<file path="src/design/pll_channel_rate_calculator_core_assert.svh">
// ----------------------------------------------------------------------------
// pll channel rate calculator assertion macros
// Concurrent assertion helpers; empty when SYNTHESIS is defined.
// ----------------------------------------------------------------------------
`ifndef PLL_CHANNEL_RATE_CALCULATOR_CORE_ASSERT_SVH
`define PLL_CHANNEL_RATE_CALCULATOR_CORE_ASSERT_SVH

`ifndef SYNTHESIS

// condition holds in the same cycle
`define PRC_ASSERT_SAME(lbl, clk, rst_n, ante, cons) \
  lbl: assert property (@(posedge clk) disable iff (!rst_n) (ante) |-> (cons)) \
    else $error("prc assertion failed");

// condition holds in the following cycle
`define PRC_ASSERT_NEXT(lbl, clk, rst_n, ante, cons) \
  lbl: assert property (@(posedge clk) disable iff (!rst_n) (ante) |=> (cons)) \
    else $error("prc assertion failed");

`else

`define PRC_ASSERT_SAME(lbl, clk, rst_n, ante, cons)

`define PRC_ASSERT_NEXT(lbl, clk, rst_n, ante, cons)

`endif

`endif

</file>
<file path="src/design/prc_pkg.sv">
// ----------------------------------------------------------------------------
// prc_pkg
// Shared widths, register indexes, divider tables and word types.
// ----------------------------------------------------------------------------
package prc_pkg;

  // field widths
  localparam int WORD_W    = 32;
  localparam int CH_W      = 3;
  localparam int S1_W      = 17;
  localparam int FAC_W     = 5;
  localparam int AV2_W     = 7;
  localparam int PROD_W    = WORD_W + S1_W;
  localparam int NUM_W     = PROD_W + 1;
  localparam int D1_W      = S1_W + FAC_W;
  localparam int DIV_W     = D1_W + AV2_W;
  localparam int CFG_IDX_W = 3;

  // lowest channel enable bit
  localparam int ENABLE_LSB = 17;

  // configuration register indexes
  localparam logic [CFG_IDX_W-1:0] CFG_CHAN_EN  = 3'd0;
  localparam logic [CFG_IDX_W-1:0] CFG_HDMI_AV1 = 3'd1;
  localparam logic [CFG_IDX_W-1:0] CFG_AV1_AV2  = 3'd2;
  localparam logic [CFG_IDX_W-1:0] CFG_AV2      = 3'd3;
  localparam logic [CFG_IDX_W-1:0] CFG_AV3      = 3'd4;
  localparam logic [CFG_IDX_W-1:0] CFG_AV3_LAST = 3'd5;

  // divider tables, selector 0..3
  localparam logic [2:0] HDMI_FACTOR [4] = '{3'd1, 3'd2, 3'd4, 3'd6};
  localparam logic [2:0] AV1_FACTOR  [4] = '{3'd1, 3'd2, 3'd5, 3'd5};

  typedef struct packed {
    logic [WORD_W-1:0] vco_freq;
    logic [CH_W-1:0]   channel;
    logic [WORD_W-1:0] sync1_word;
    logic [WORD_W-1:0] sync2_word;
  } prc_in_t;

  typedef struct packed {
    logic [NUM_W-1:0] channel_rate;
    logic             divide_error;
  } prc_out_t;

  typedef struct packed {
    logic [WORD_W-1:0] channel_enable_word;
    logic [WORD_W-1:0] hdmi_av1_word;
    logic [WORD_W-1:0] av1_av2_word;
    logic [WORD_W-1:0] av2_word;
    logic [WORD_W-1:0] av3_word;
    logic [WORD_W-1:0] av3_last_word;
  } prc_cfg_t;

  // word moving down the divider row: dividend/quotient, remainder, divisor
  typedef struct packed {
    logic [NUM_W-1:0] num;
    logic [DIV_W-1:0] rem;
    logic [DIV_W-1:0] dvs;
  } prc_cell_t;

  // combined hdmi and av1 factor, at most 30
  function automatic logic [FAC_W-1:0] prc_div_factor(input logic [1:0] hsel,
                                                      input logic [1:0] asel);
    logic [2*3-1:0] prod;
    prod = {3'b000, HDMI_FACTOR[hsel]} * {3'b000, AV1_FACTOR[asel]};
    return prod[FAC_W-1:0];
  endfunction

endpackage

</file>
<file path="src/design/prc_div_cell.sv">
// ----------------------------------------------------------------------------
// prc_div_cell
// One restoring division step: shifts in a dividend bit, subtracts the
// divisor when it fits and shifts the quotient bit into the low end.
// ----------------------------------------------------------------------------
`include "pll_channel_rate_calculator_core_assert.svh"

module prc_div_cell (
  input  logic                 clk,
  input  logic                 rst_n,
  input  logic                 adv,
  input  logic                 in_valid,
  input  prc_pkg::prc_cell_t   in_data,
  output logic                 out_valid,
  output prc_pkg::prc_cell_t   out_data
);
  import prc_pkg::*;

  logic [DIV_W:0] trial;
  logic [DIV_W:0] diff;
  logic           fits;
  logic           valid_r;
  prc_cell_t      cell_r, cell_nxt;

  // trial subtract
  always_comb begin
    trial        = {in_data.rem, in_data.num[NUM_W-1]};
    diff         = trial - {1'b0, in_data.dvs};
    fits         = (trial >= {1'b0, in_data.dvs});
    cell_nxt.num = {in_data.num[NUM_W-2:0], fits};
    cell_nxt.rem = fits ? diff[DIV_W-1:0] : trial[DIV_W-1:0];
    cell_nxt.dvs = in_data.dvs;
  end

  always_ff @(posedge clk) begin
    if (!rst_n) begin
      valid_r <= 1'b0;
    end else if (adv) begin
      valid_r <= in_valid;
    end
  end

  always_ff @(posedge clk) begin
    if (adv) begin
      cell_r <= cell_nxt;
    end
  end

  assign out_valid = valid_r;
  assign out_data  = cell_r;

  // partial remainder always stays below a nonzero divisor
  `PRC_ASSERT_SAME(a_rem_below_dvs, clk, rst_n, valid_r && (cell_r.dvs != '0), cell_r.rem < cell_r.dvs)

endmodule

</file>
<file path="config.mk">
export PLATFORM = sky130hd
export DESIGN_NAME = prc_div_cell
export DESIGN_NICKNAME = d
export VERILOG_FILES = /design/src/design/prc_pkg.sv /design/src/design/prc_div_cell.sv
export VERILOG_INCLUDE_DIRS = /design/src /design/src/design
export SDC_FILE = /design/constraint.sdc
export NUM_CORES = 1
export LEC_CHECK = 0
export BUFFER_PORTS_ARGS = -buffer_cell sky130_fd_sc_hd__buf_2
export CELL_PAD_IN_SITES_DETAIL_PLACEMENT = 1
export CELL_PAD_IN_SITES_GLOBAL_PLACEMENT = 2
export CORE_MARGIN = 3
export CORE_UTILIZATION = 31
export DETAILED_ROUTE_END_ITERATION = 12
export PLACE_DENSITY_LB_ADDON = 0.1
export SYNTH_ARGS = -nofsm -noshare
export SYNTH_HDL_FRONTEND = slang
export SYNTH_SLANG_ARGS = --single-unit
export TNS_END_PERCENT = 20
</file>
<file path="constraint.sdc">
create_clock -name clk -period 3.6 [get_ports clk]
set_input_delay 0.36 -clock clk [delete_from_list [all_inputs] [get_ports clk]]
set_output_delay 0.36 -clock clk [all_outputs]
set_load 0.03 [all_outputs]
</file>
Yosys cells after proc, flatten, opt, wreduce, memory -nomap -nowiden
Cells that the tools add are included.
{"block": "totals", "reg_bits": 109, "latch_bits": 0, "mem_bits_rw": 0, "romBits": 0, "inputBits": 112, "output_inout_bits": 109, "word_cells": 7, "n_memories": 0}
{"block": "op_classes", "n_addsub": 1, "multipliers": 0, "div_mod_pow": 0, "magnitude_cmp": 1, "eq_ne": 0, "shifts": 0, "mux": 1, "n_bitwise": 0, "reduce_logical": 0}
{"operator": ">= comparator 30 x 29 -> 1 bit", "count": 1}
{"operator": "two-way mux 29 bit", "count": 1}
{"operator": "subtractor 29 bit", "count": 1}

Logic depth before layout (Yosys ltp)
{"block": "logic_depth", "ltp_word": 2, "mapped_depth": 12, "mapped_depth_nobuf": 11}

Worst setup path after synthesis
No wires, ideal clock.
{"block": "synth_path", "kind": "input port to flip-flop", "from": "input port in_data[107] (netlist name)", "to": "register cell_r, in the netlist out_data[31] (data pin)", "arrival_ns": 2.638, "t_required_ns": 3.340, "setup_slack_ns": 0.701, "stages": 12, "path_buffers": 1, "cell_sequence": "inv_1 ha_1 fa_1 nor2b_1 o21ai_1 a21oi_1 o21ai_0 or3b_4 o21ai_2 o41ai_2 buf_6 mux2_4"}
{"item": "start: declaration", "line": "prc_div_cell.sv:13", "rtl": "input prc_pkg::prc_cell_t in_data,"}
{"item": "end signal: assignment", "line": "prc_div_cell.sv:45", "rtl": "cell_r <= cell_nxt;"}
{"item": "end: declaration", "line": "prc_div_cell.sv:23", "rtl": "prc_cell_t cell_r, cell_nxt;"}

==> run metrics <==
status finished clean; yosys warns 0; Tcrit/Tclk final about four fifths; Async SR Flop Fraction 0%; mux contribution to synthesized area under 10%; Final Hold Fails 0; mapped cell area around 0.0054 sq mm; Clk pwr share 27.8%; Comb pwr share around 27%; CP required between 3 and 4 ns; Final GP Congestion between 0.8 and 0.9; via count around 4000; detailed placement HPWL 11.94 mm; Yosys top cell by area edfxtp_1; Pint 2387 uW; GR Overflow Total 0; Critical Path Start Type input pin; 1st-iter DRT viols around 150; Synth Area per Inst about 13 sq um; layout cell share with drive strength beyond 1 between 40% and 50%; Detailed Route WL ~15 mm; setup bufs post-CTS 0; Initial Util between 30% and 40%; row count 47; die height between 100 and 150 um; clk_lat worst skew 0.34 ns; max-cap viol count 0; clk buf depth 2; Synth area leaders edfxtp_1 (60%), mux2_4 (7.2%), ha_1 (6.7%), a21oi_1 (3.2%), inv_1 (2.8%); max_slew headroom 57.95%; WL/cell between 15 and 20 um; # setup viols final 0; clk root buf clkbuf_16; initial antenna violation count 1; NetSw ~1100 uW; full die area ~0.019 sq mm; final setup TNS 0 ns; most used flip-flop cell after synthesis edfxtp_1; DR pass1 iterations 4; Static Leakage between 0.003 and 0.004 uW; Compound-Gate Fraction of Synth Area about a tenth; Pwr Density between 400 and 500 mW/mm^2; TritonCTS Buffers 9; adder and majority gate portion of the synthesized area approximately 7.1%; post-placement cell count 835; slew at the pin closest to its max-slew limit about 0.63 ns; Post-DP Area about 0.0068 sq mm; Critical Setup Path Class in2reg; Worst Hold Class in2reg; Max Fanout on Critical Path 20; CTS Hold Bufs 0; reg2reg path depth 2; Core Footprint roughly 0.017 sq mm; Synth Area in Simple Gates a little under 6%; final hold slack 0.1785 ns; area grow syn2layout 30.29%; vias in the first global route around 4200; Clock Skews 0 ns; final instance area between 0.007 and 0.008 sq mm; Synth Register Bits about 110; most common cell in the netlist edfxtp_1; post-cts resize count 0; top-area cell type share of the netlist area 59.75%; Gate Count Post-Synth approximately 400; most instantiated cells after synthesis edfxtp_1 (108), inv_1 (40), a21oi_1 (35); Worst-path clk slew approximately 0.080 ns; CTS tree done; Max Slew Vio Count 0; largest net degree at the start of global routing 110; Yosys cell types between 40 and 50; reg2reg setup slack roughly 3.0 ns; Detail Route Antenna Nets 0; main combinational cell family by area after synthesis compound AO/OA/AOI/OAI gates; DRC 0; reg-to-reg startpoint out_valid; Switching Share approximately a third; Crit Reg-Reg Endpoint out_valid; Worst EP arrival between 3 and 4 ns; non-filler cells, final between 800 and 900; post-synthesis xor/xnor area fraction approximately 4.4%; Max Fclk 0.3408 GHz; nets around 770; RSZ-0062 raised after global routing false; Post-synth EDFFs 108; VDD IR-drop max roughly 0.22 mV; Worst Hold Path Cells 1; Hold Startpoint in_data[88]; CP Capture Type flop; CTS H-tree depth 3; drt via density roughly 4.7; I/O Pins between 200 and 250; Port Buffers 220; ant diodes 0; first-pass GRT wire length between 20 and 25 mm; register area share after synthesis between 60% and 70%; Flop pwr share a little under half; post-layout min period 2.934 ns; Hold EP out_data[89]; All-Layer GR Usage between 10% and 20%; CTS Sinks approximately 110; die width 138.3 um; syn nets ~550
[per-layer routing]
metal | part of all wire, % | track usage (%) | wire [um]
met1 | 44 | 19.75 | 6668
met5 | 0.086 | 0 | 13
met3 | 5.2 | 3.349 | 785
met2 | 49 | 26.98 | 7460
met4 | 1.1 | 4.472 | 164
[cell usage in the layout (no fill, tap or decap), types with 4 or more instances in the layout]
cell       Yosys  routed
nor2_1        14      14
mux2_4        26      26
xor2_1        10      10
o211ai_1       4       4
clkbuf_16      0       9
nand4_1       11      11
nand2_1       19      19
buf_4          0       6
o21ai_0       15      15
a21oi_1       35      35
a21o_1         9       9
nand2b_1       4       4
edfxtp_1     108     108
inv_1         40      40
ha_1          29      29
nor2b_1        4       4
o21bai_1       7       7
buf_2          1     219
xnor2_1       17      17
[critical path: stages]
cell,delay (ns)
buf_2,0.11
ha_1,0.22
fa_1,0.41
nor2b_1,0.14
o21ai_1,0.10
a21oi_1,0.22
o21ai_0,0.10
or3b_4,0.27
o21ai_2,0.09
o41ai_4,0.24
buf_4,0.42
mux2_4,0.34
[power groups by stage]
stage | clock (uW) | sequential [uW] | combinational (uW)
4_1_cts | 1010 | 1580 | 957
3_3_place_gp | 0 | 1610 | 942
5_1_grt | 1060 | 1590 | 1020
6_report | 972 | 1580 | 941
3_5_place_dp | 0 | 1610 | 954
2_1_floorplan | 0 | 1880 | 373
[through the flow]
| stage | setup WS (ns) | util, % | power (uW) |
|---|---|---|---|
| after floorplan | 0.7012 | - | 2248 |
| after global placement | 0.3635 | 40.21 | 2548 |
| after detailed placement | 0.2690 | 40.21 | 2563 |
| after CTS | 0.6354 | 41.90 | 3552 |
| after global routing | 0.3786 | 41.90 | 3670 |
| final | 0.6658 | 41.90 | 3493 |
[layout make-up]
cell class | count | area (sq um)
fillers | 1854 | 9806
flip-flops and latches | 109 | 3263
multi-input cells | 240 | 1937
repair buffers | 226 | 1161
well taps | 220 | 275.3
clock buffers | 10 | 229.0
inverters | 40 | 150.1
clock inverters | 6 | 56.30
[registers in the layout, indices dropped and copies added, names as in the netlist]
signal	count
out_data	108
out_valid	1
[cell families after synthesis]
family          Yosys count
mux                      29
fa+ha+maj                30
xor+xnor                 27
flops                   109
compound gates           90
simple gates             64
buf+inv                  55
[how the worst max path moves through the flow]
| stage | from | to | depth (start not counted) |
|---|---|---|---|
| global placement | in_data[107] | out_data[44] | 13 |
| finish | in_data[0] | out_data[52] | 12 |
| global route | in_data[107] | out_data[52] | 13 |
| floorplan | in_data[107] | out_data[31] | 12 |
| CTS | in_data[107] | out_data[52] | 13 |
| detailed placement | in_data[107] | out_data[44] | 13 |
Note: power is estimated with default switching activity, not from simulation.
