**src/design/pll_channel_rate_calculator_core_assert.svh**
```systemverilog
// ----------------------------------------------------------------------------
// pll channel rate calculator assertion macros
// Concurrent assertion helpers; empty when SYNTHESIS is defined.
// ----------------------------------------------------------------------------
`ifndef PLL_CHANNEL_RATE_CALCULATOR_CORE_ASSERT_SVH
`define PLL_CHANNEL_RATE_CALCULATOR_CORE_ASSERT_SVH

`ifndef SYNTHESIS

// condition holds in the same cycle
`define PRC_ASSERT_SAME(lbl, clk, rst_n, ante, cons) \
  lbl: assert property (@(posedge clk) disable iff (!rst_n) (ante) |-> (cons)) \
    else $error("prc assertion failed");

// condition holds in the following cycle
`define PRC_ASSERT_NEXT(lbl, clk, rst_n, ante, cons) \
  lbl: assert property (@(posedge clk) disable iff (!rst_n) (ante) |=> (cons)) \
    else $error("prc assertion failed");

`else

`define PRC_ASSERT_SAME(lbl, clk, rst_n, ante, cons)

`define PRC_ASSERT_NEXT(lbl, clk, rst_n, ante, cons)

`endif

`endif

```
**src/design/prc_pkg.sv**
```systemverilog
// ----------------------------------------------------------------------------
// prc_pkg
// Shared widths, register indexes, divider tables and word types.
// ----------------------------------------------------------------------------
package prc_pkg;

  // field widths
  localparam int WORD_W    = 32;
  localparam int CH_W      = 3;
  localparam int S1_W      = 17;
  localparam int FAC_W     = 5;
  localparam int AV2_W     = 7;
  localparam int PROD_W    = WORD_W + S1_W;
  localparam int NUM_W     = PROD_W + 1;
  localparam int D1_W      = S1_W + FAC_W;
  localparam int DIV_W     = D1_W + AV2_W;
  localparam int CFG_IDX_W = 3;

  // lowest channel enable bit
  localparam int ENABLE_LSB = 17;

  // configuration register indexes
  localparam logic [CFG_IDX_W-1:0] CFG_CHAN_EN  = 3'd0;
  localparam logic [CFG_IDX_W-1:0] CFG_HDMI_AV1 = 3'd1;
  localparam logic [CFG_IDX_W-1:0] CFG_AV1_AV2  = 3'd2;
  localparam logic [CFG_IDX_W-1:0] CFG_AV2      = 3'd3;
  localparam logic [CFG_IDX_W-1:0] CFG_AV3      = 3'd4;
  localparam logic [CFG_IDX_W-1:0] CFG_AV3_LAST = 3'd5;

  // divider tables, selector 0..3
  localparam logic [2:0] HDMI_FACTOR [4] = '{3'd1, 3'd2, 3'd4, 3'd6};
  localparam logic [2:0] AV1_FACTOR  [4] = '{3'd1, 3'd2, 3'd5, 3'd5};

  typedef struct packed {
    logic [WORD_W-1:0] vco_freq;
    logic [CH_W-1:0]   channel;
    logic [WORD_W-1:0] sync1_word;
    logic [WORD_W-1:0] sync2_word;
  } prc_in_t;

  typedef struct packed {
    logic [NUM_W-1:0] channel_rate;
    logic             divide_error;
  } prc_out_t;

  typedef struct packed {
    logic [WORD_W-1:0] channel_enable_word;
    logic [WORD_W-1:0] hdmi_av1_word;
    logic [WORD_W-1:0] av1_av2_word;
    logic [WORD_W-1:0] av2_word;
    logic [WORD_W-1:0] av3_word;
    logic [WORD_W-1:0] av3_last_word;
  } prc_cfg_t;

  // word moving down the divider row: dividend/quotient, remainder, divisor
  typedef struct packed {
    logic [NUM_W-1:0] num;
    logic [DIV_W-1:0] rem;
    logic [DIV_W-1:0] dvs;
  } prc_cell_t;

  // combined hdmi and av1 factor, at most 30
  function automatic logic [FAC_W-1:0] prc_div_factor(input logic [1:0] hsel,
                                                      input logic [1:0] asel);
    logic [2*3-1:0] prod;
    prod = {3'b000, HDMI_FACTOR[hsel]} * {3'b000, AV1_FACTOR[asel]};
    return prod[FAC_W-1:0];
  endfunction

endpackage

```
**src/design/prc_front.sv**
```systemverilog
// ----------------------------------------------------------------------------
// prc_front
// Two-stage front end: decodes the channel factors, forms the dividend
// (parent * sync2, doubled on av3) and the divisor (sync1 * factors).
// ----------------------------------------------------------------------------
module prc_front (
  input  logic                 clk,
  input  logic                 rst_n,
  input  logic                 adv,
  input  logic                 in_valid,
  input  prc_pkg::prc_in_t     in_data,
  input  prc_pkg::prc_cfg_t    cfg,
  output logic                 out_valid,
  output prc_pkg::prc_cell_t   out_data
);
  import prc_pkg::*;

  logic [4:0]       en_idx;
  logic             enabled;
  logic [1:0]       hsel;
  logic [1:0]       asel;
  logic [AV2_W-1:0] av2_raw;
  logic             dbl;
  logic [S1_W-1:0]  s1_eff;
  logic [S1_W-1:0]  s2_eff;
  logic [FAC_W-1:0] fac_eff;
  logic [AV2_W-1:0] av2_eff;
  logic             dbl_eff;

  logic              v1_r, v1_nxt;
  logic [PROD_W-1:0] prod_r, prod_nxt;
  logic [D1_W-1:0]   d1_r, d1_nxt;
  logic [AV2_W-1:0]  av2_r;
  logic              dbl_r;

  logic              v2_r;
  prc_cell_t         cell_r, cell_nxt;

  // per-channel field selection; channel seven keeps the neutral defaults
  always_comb begin
    hsel    = 2'd0;
    asel    = 2'd0;
    av2_raw = '0;
    dbl     = 1'b0;
    case (in_data.channel)
      3'd0: begin
        hsel    = cfg.hdmi_av1_word[8:7];
        asel    = cfg.hdmi_av1_word[29:28];
        av2_raw = cfg.av1_av2_word[24:18];
        dbl     = cfg.av3_word[7];
      end
      3'd1: begin
        hsel    = cfg.hdmi_av1_word[11:10];
        asel    = cfg.av1_av2_word[1:0];
        av2_raw = cfg.av1_av2_word[31:25];
        dbl     = cfg.av3_word[11];
      end
      3'd2: begin
        hsel    = cfg.hdmi_av1_word[14:13];
        asel    = cfg.av1_av2_word[4:3];
        av2_raw = cfg.av2_word[6:0];
        dbl     = cfg.av3_word[15];
      end
      3'd3: begin
        hsel    = cfg.hdmi_av1_word[17:16];
        asel    = cfg.av1_av2_word[7:6];
        av2_raw = cfg.av2_word[13:7];
        dbl     = cfg.av3_word[19];
      end
      3'd4: begin
        hsel    = cfg.hdmi_av1_word[20:19];
        asel    = cfg.av1_av2_word[10:9];
        av2_raw = cfg.av2_word[20:14];
        dbl     = cfg.av3_word[23];
      end
      3'd5: begin
        hsel    = cfg.hdmi_av1_word[23:22];
        asel    = cfg.av1_av2_word[13:12];
        av2_raw = cfg.av2_word[27:21];
        dbl     = cfg.av3_word[27];
      end
      3'd6: begin
        hsel    = cfg.hdmi_av1_word[26:25];
        asel    = cfg.av1_av2_word[16:15];
        av2_raw = {3'b000, cfg.av2_word[31:28]};
        dbl     = cfg.av3_last_word[0];
      end
      default: begin
        hsel    = 2'd0;
        asel    = 2'd0;
        av2_raw = '0;
        dbl     = 1'b0;
      end
    endcase
  end

  // disabled channel passes the parent rate through a divide by one
  always_comb begin
    en_idx  = 5'(ENABLE_LSB) + {2'b00, in_data.channel};
    enabled = cfg.channel_enable_word[en_idx];
    if (enabled) begin
      s1_eff  = (in_data.channel == 3'd0) ? in_data.sync1_word[20:4]
                                          : in_data.sync1_word[16:0];
      s2_eff  = in_data.sync2_word[16:0];
      fac_eff = prc_div_factor(hsel, asel);
      av2_eff = (av2_raw == '0) ? AV2_W'(1) : av2_raw;
      dbl_eff = dbl;
    end else begin
      s1_eff  = S1_W'(1);
      s2_eff  = S1_W'(1);
      fac_eff = FAC_W'(1);
      av2_eff = AV2_W'(1);
      dbl_eff = 1'b0;
    end
    v1_nxt   = in_valid;
    prod_nxt = {{S1_W{1'b0}}, in_data.vco_freq} * {{WORD_W{1'b0}}, s2_eff};
    d1_nxt   = {{FAC_W{1'b0}}, s1_eff} * {{S1_W{1'b0}}, fac_eff};
  end

  // second stage: doubling and the last divisor factor
  always_comb begin
    cell_nxt.num = dbl_r ? {prod_r, 1'b0} : {1'b0, prod_r};
    cell_nxt.rem = '0;
    cell_nxt.dvs = {{AV2_W{1'b0}}, d1_r} * {{D1_W{1'b0}}, av2_r};
  end

  // stage valids
  always_ff @(posedge clk) begin
    if (!rst_n) begin
      v1_r <= 1'b0;
      v2_r <= 1'b0;
    end else if (adv) begin
      v1_r <= v1_nxt;
      v2_r <= v1_r;
    end
  end

  // stage payloads
  always_ff @(posedge clk) begin
    if (adv) begin
      prod_r <= prod_nxt;
      d1_r   <= d1_nxt;
      av2_r  <= av2_eff;
      dbl_r  <= dbl_eff;
      cell_r <= cell_nxt;
    end
  end

  assign out_valid = v2_r;
  assign out_data  = cell_r;

endmodule

```
**config.mk**
```make
export PLATFORM = sky130hd
export DESIGN_NAME = prc_front
export DESIGN_NICKNAME = d
export VERILOG_FILES = /design/src/design/pll_channel_rate_calculator_core_assert.svh /design/src/design/prc_pkg.sv /design/src/design/prc_front.sv
export SDC_FILE = /design/constraint.sdc
export NUM_CORES = 2
export LEC_CHECK = 0
export ABC_AREA = 1
export BUFFER_PORTS_ARGS = -buffer_cell sky130_fd_sc_hd__buf_2
export CORE_AREA = 2 2 312 314
export CTS_CLUSTER_SIZE = 8
export DETAILED_ROUTE_END_ITERATION = 7
export DIE_AREA = 0 0 314 316
export GPL_ROUTABILITY_DRIVEN = 0
export GPL_TIMING_DRIVEN = 0
export PLACE_DENSITY = 0.52
export SLEW_MARGIN = 30
export SYNTH_ARGS = -nofsm -noshare
export SYNTH_HDL_FRONTEND = slang
export SYNTH_SLANG_ARGS = --single-unit
```
**constraint.sdc**
```tcl
create_clock -name clk -period 8.84 [get_ports clk]
set_input_delay 0.442 -clock clk [delete_from_list [all_inputs] [get_ports clk]]
set_output_delay 0.442 -clock clk [all_outputs]
set_load 0.1 [all_outputs]
```
After elaboration in Yosys (flattened, before gate mapping) --
Index checks and enable logic that the tools add are counted.
Word-level totals: logic and storage cells 47, input port bits 295, register bits 160
Cells by class: $add $sub $neg 1, equal/unequal tests 6, multipliers 4, multiplexer cells 17, magnitude comparators 3, reductions and logical operators 3, bitwise logic cells 3
Operators with widths (count):
- $mux 17 | 3
- $mul 32x17->49 | 1
- $mux 49 | 1
- $pmux 7 s7 | 1
- $mul 22x7->29 | 1
- $pmux 2 s7 | 2
- $mul 17x5->22 | 1
- $bmux 3 s2 | 2
- $mux 3 | 4
- $eq 3x3->1 const B | 3
- $logic_not 7->1 | 1
- $pmux 1 s7 | 1
- $eq 3x2->1 const B | 2
- $ge 3x3->1 const B | 2
- $lt 5x6->1 const B | 1
- $not 2->3 | 2
- $add 5x3->5 const A | 1
- $bmux 1 s5 | 1
- $mul 3x3->5 | 1
- $mux 5 | 1
- $eq 3x1->1 const B | 1
- $logic_not 3->1 | 1
- $reduce_or 2->1 | 1
- $mux 1 | 1
- $not 1->1 | 1

Longest topological paths before layout --
word-level depth 9, gate-level depth with buffers 39, mapped depth without buffers 36

Worst setup path before layout --
OpenSTA, ideal clock, no wires.
path type input -> register, start input in_data[64] in the netlist's numbering, end register prod_r[48] (data pin), buffers on the path 3, cell stages on the path 35, data arrival time 6.299 ns, required time 8.587 ns, setup slack 2.288 ns, cell sequence buf_4 > inv_4 > ha_1 > inv_2 > nor2_1 > o21ai_0 > nand3_1 > nand3_1 > nand2_2 > buf_12 > nand2_4 > inv_2 > buf_4 > nand2_1 > fa_1 > inv_1 > fa_1 > inv_1 > fa_1 > inv_1 > fa_1 > fa_1 > inv_1 > fa_1 > inv_1 > ha_1 > nand2_1 > nor2_1 > nand2_1 > nor2_1 > inv_1 > nor2_1 > nand2_1 > nand4_1 > nand2_1
Between the ends: word-level cells in the longest chain between the ends 5
Ends and longest elaborated chain:
- start, declared | RTL line prc_front.sv:11 | input prc_pkg::prc_in_t in_data,
- $add 5x3->5 | RTL line prc_front.sv:99 | en_idx = 5'(ENABLE_LSB) + {2'b00, in_data.channel};
- $bmux 1 s5 | RTL line prc_front.sv:100 | enabled = cfg.channel_enable_word[en_idx];
- $mux 1 (implied by the code) | RTL line prc_front.sv:100
- $mux 17 | RTL line prc_front.sv:101 | if (enabled) begin
- $mul 32x17->49 | RTL line prc_front.sv:116 | prod_nxt = {{S1_W{1'b0}}, in_data.vco_freq} * {{WORD_W{1'b0}}, s2_eff};
- via prod_nxt[48] | RTL line prc_front.sv:31 | logic [PROD_W-1:0] prod_r, prod_nxt;
- end signal, assigned | RTL line prc_front.sv:141 | prod_r <= prod_nxt;
- end, declared | RTL line prc_front.sv:31
The timed path passes the listed nets, and every way through them passes these cells. The select of a mux whose other input is x is not followed. A chain may end at the register's enable or synchronous reset.

Final worst setup path --
start input in_data[64] in the netlist's numbering, end register prod_r[42] (data pin)
The elaborated chain is that of the path after synthesis.

==> flow_summary.json <==
{
  "cts_resized": 0,
  "status": "complete, no violations",
  "portBuffers": 245,
  "cp_slowest_cell": "fa_1",
  "fmaxAchievable_ghz": 0.128,
  "crit_path_frequent_cell": "fa_1",
  "end_kind": "flop",
  "fin_crit_ps": 7780,
  "post-route-period-util": 0.881,
  "final_layout_size_suffix_gt1_frac": 0.0910,
  "cts_tree": "done",
  "setup_viol": 0,
  "grt.overflow.total": 0,
  "endpoint": "prod_r[42]",
  "n_fill_cell": 10300,
  "vias": 27400,
  "clk_pin_slew_ps": 70,
  "hold_buffers": 0,
  "r2r_cells": 16,
  "synth_cell_types": 42,
  "drt_iter0_markers": 1696,
  "antenna_found_initial": 6,
  "tns_ps": 0,
  "placedCellCount": 5894,
  "maxCapViolations": 0,
  "dieArea_um2": 99200,
  "start_util": 0.348,
  "cp_data_arrival_time_ps": 7980,
  "cts.path.max_buffers": 2,
  "nets": 5733,
  "dp_hpwl_um": 89600,
  "die_h_um": 316,
  "worstSetupStartpointType": "input pin",
  "first_global_vias": 28200,
  "cts_max_level": 4,
  "route.detailed.drc": 0,
  "yosysSeqAreaShare": 0.143,
  "hold_viol": 0,
  "crit_start": "in_data[64]",
  "grt_usage": 0.214,
  "grt_max_degree": 83,
  "n_antenna_cell": 0,
  "cts_setup_buffers": 0,
  "grt_pass1_wl_um": 163000,
  "insertion_delay_ps": 460,
  "fp.dieW_um": 314,
  "cts_sinks": 160,
  "final_cells": 5926,
  "ys_seq_elements": 160,
  "r2r-end": "out_data[26]",
  "postRouteAntennaNets": 0,
  "firstDrtPassIters": 5,
  "ff2ff_setup_slack_ps": 3830,
  "areaGrowthSynthToFinish_pct": 10.6,
  "yosys_warnings": 0,
  "critPathMaxFanout": 11,
  "numCtsBuffers": 17,
  "finalWirelength_um": 104000,
  "core_um2": 96000,
  "avgViaCountPerCell": 4.62,
  "num_rows": 114,
  "root_buffer": "clkbuf_16",
  "critical-path-max-stage-delay_ps": 610,
  "fin_skew_ps": 10.5,
  "crit-reg2reg-launch": "av2_r[3]",
  "worstHoldPathType": "in2reg",
  "syn_avg_cell_area_um2": 7.68,
  "tightest_slew_ps": 1050,
  "slew_headroom": 0.295,
  "path_class": "in2reg",
  "drv_slew": 0,
  "rsz0062_at_grt": "false",
  "wire_per_inst_um": 17.5,
  "worstPathRequired_ps": 9040,
  "boundaryPins": 404,
  "syn_inst": 4344,
  "netlist_area_um2": 33400
}
registers in the layout, indices dropped and copies added, names as in the netlist:
| name | flops |
|---|---|
| prod_r | 49 |
| dbl_r | 1 |
| av2_r | 7 |
| d1_r | 22 |
| out_valid | 1 |
| v1_r | 1 |
| out_data | 79 |
layer usage:
metal | GRT usage | part of all wire
met1 | 0.318 | 0.48
met2 | 0.327 | 0.42
met3 | 0.0351 | 0.071
met4 | 0.0492 | 0.020
met5 | 0 | 0.00033
cells in the final DEF, fill, tap and decap left out, types with 4 or more instances in the layout:
| cell type | synthesis | routed |
|---|---|---|
| inv_1 | 1067 | 1067 |
| nor3_1 | 17 | 17 |
| conb_1 | 1 | 29 |
| buf_4 | 46 | 46 |
| buf_6 | 6 | 6 |
| nand2_1 | 1210 | 1210 |
| clkinv_1 | 7 | 7 |
| nand3b_1 | 4 | 4 |
| nand4_1 | 35 | 35 |
| clkbuf_1 | 53 | 54 |
| buf_1 | 8 | 8 |
| o21ai_0 | 67 | 66 |
| nand3_1 | 128 | 128 |
| xnor2_1 | 8 | 8 |
| a21oi_1 | 94 | 94 |
| nor2_1 | 466 | 466 |
| xor2_1 | 47 | 47 |
| buf_2 | 33 | 277 |
| clkbuf_16 | 0 | 17 |
| nand3_2 | 9 | 9 |
| o21bai_1 | 8 | 8 |
| a21boi_0 | 5 | 5 |
| edfxtp_1 | 158 | 158 |
| inv_2 | 9 | 9 |
| inv_6 | 1 | 9 |
| ha_1 | 207 | 207 |
| nand2_2 | 17 | 17 |
| o21ai_1 | 5 | 6 |
| nor2_4 | 10 | 10 |
| fa_1 | 594 | 594 |
| nand2_4 | 4 | 4 |
cell type report:
class | instances | area (µm²) | area share
buffer | 150 | 877 | 0.0238
clock buffer | 18 | 429 | 0.0116
clock inverter | 14 | 158 | 0.00427
inverter | 1085 | 4080 | 0.111
multi-input combinational | 2977 | 23700 | 0.643
sequential | 160 | 4780 | 0.130
tap | 1276 | 1600 | 0.0432
timing repair buffer | 246 | 1260 | 0.0342
critical path, delay by kind of cell:
kind	cells	cell delay, ps
AOI/OAI and AO/OA	1	80
adders and majority gates	8	3920
buffers and inverters	10	1460
and+or+nand+nor	13	2060
cell families (layout without fill, tap and decap cells):
family / Yosys count / in the layout / synth area share
other cells: 1 / 29 / 0.000112
mux: 1 / 1 / 0.000337
simple gates: 1908 / 1908 / 0.230
compound gates: 183 / 183 / 0.0288
flops: 160 / 160 / 0.143
xor+xnor: 55 / 55 / 0.0144
fa+ha+maj: 801 / 801 / 0.434
buf+inv: 1235 / 1513 / 0.149
cell usage after synthesis (all sizes together):
cell type | instances | area, µm²
or2 | 1 | 6.26
nand3 | 138 | 748
inv | 1078 | 4050
o21ai | 72 | 360
xor2 | 47 | 412
nor3 | 18 | 95.1
a21o | 2 | 15.0
a21oi | 94 | 470
buf | 97 | 678
nand4 | 35 | 219
conb | 1 | 3.75
a21boi | 5 | 37.5
edfxtp | 158 | 4740
dfxtp | 2 | 40.0
nand2 | 1231 | 4690
fa | 594 | 11900
xnor2 | 8 | 70.1
nor2 | 479 | 1880
nand3b | 4 | 30.0
o21bai | 8 | 60.1
mux2 | 1 | 11.3
clkinv | 7 | 26.3
ha | 207 | 2590
clkbuf | 53 | 199
a22o | 2 | 17.5
and2 | 2 | 12.5
per-stage QoR:
step | util | hold slack, ps | worst slack [ps] | cell area (µm²)
floorplan | - | 448 | 2290 | 33500
global placement | 0.378 | 465 | 688 | 36300
detailed placement | 0.378 | 477 | 705 | 36300
CTS | 0.385 | 191 | 1190 | 36900
global route | 0.385 | 222 | 657 | 36900
finish | 0.385 | 232 | 1060 | 36900
worst min-delay path by stage:
stage | start | to | cells past startpoint
after detailed placement | v1_r | out_valid | 2
final | in_valid | v1_r | 3
after floorplan | v1_r | out_valid | 2
after CTS | in_valid | v1_r | 3
after global placement | v1_r | out_valid | 2
after global routing | rst_n | out_valid | 3
Power is not shown: default switching activity piles up to over one toggle a cycle in this logic, so the estimate is an artifact.
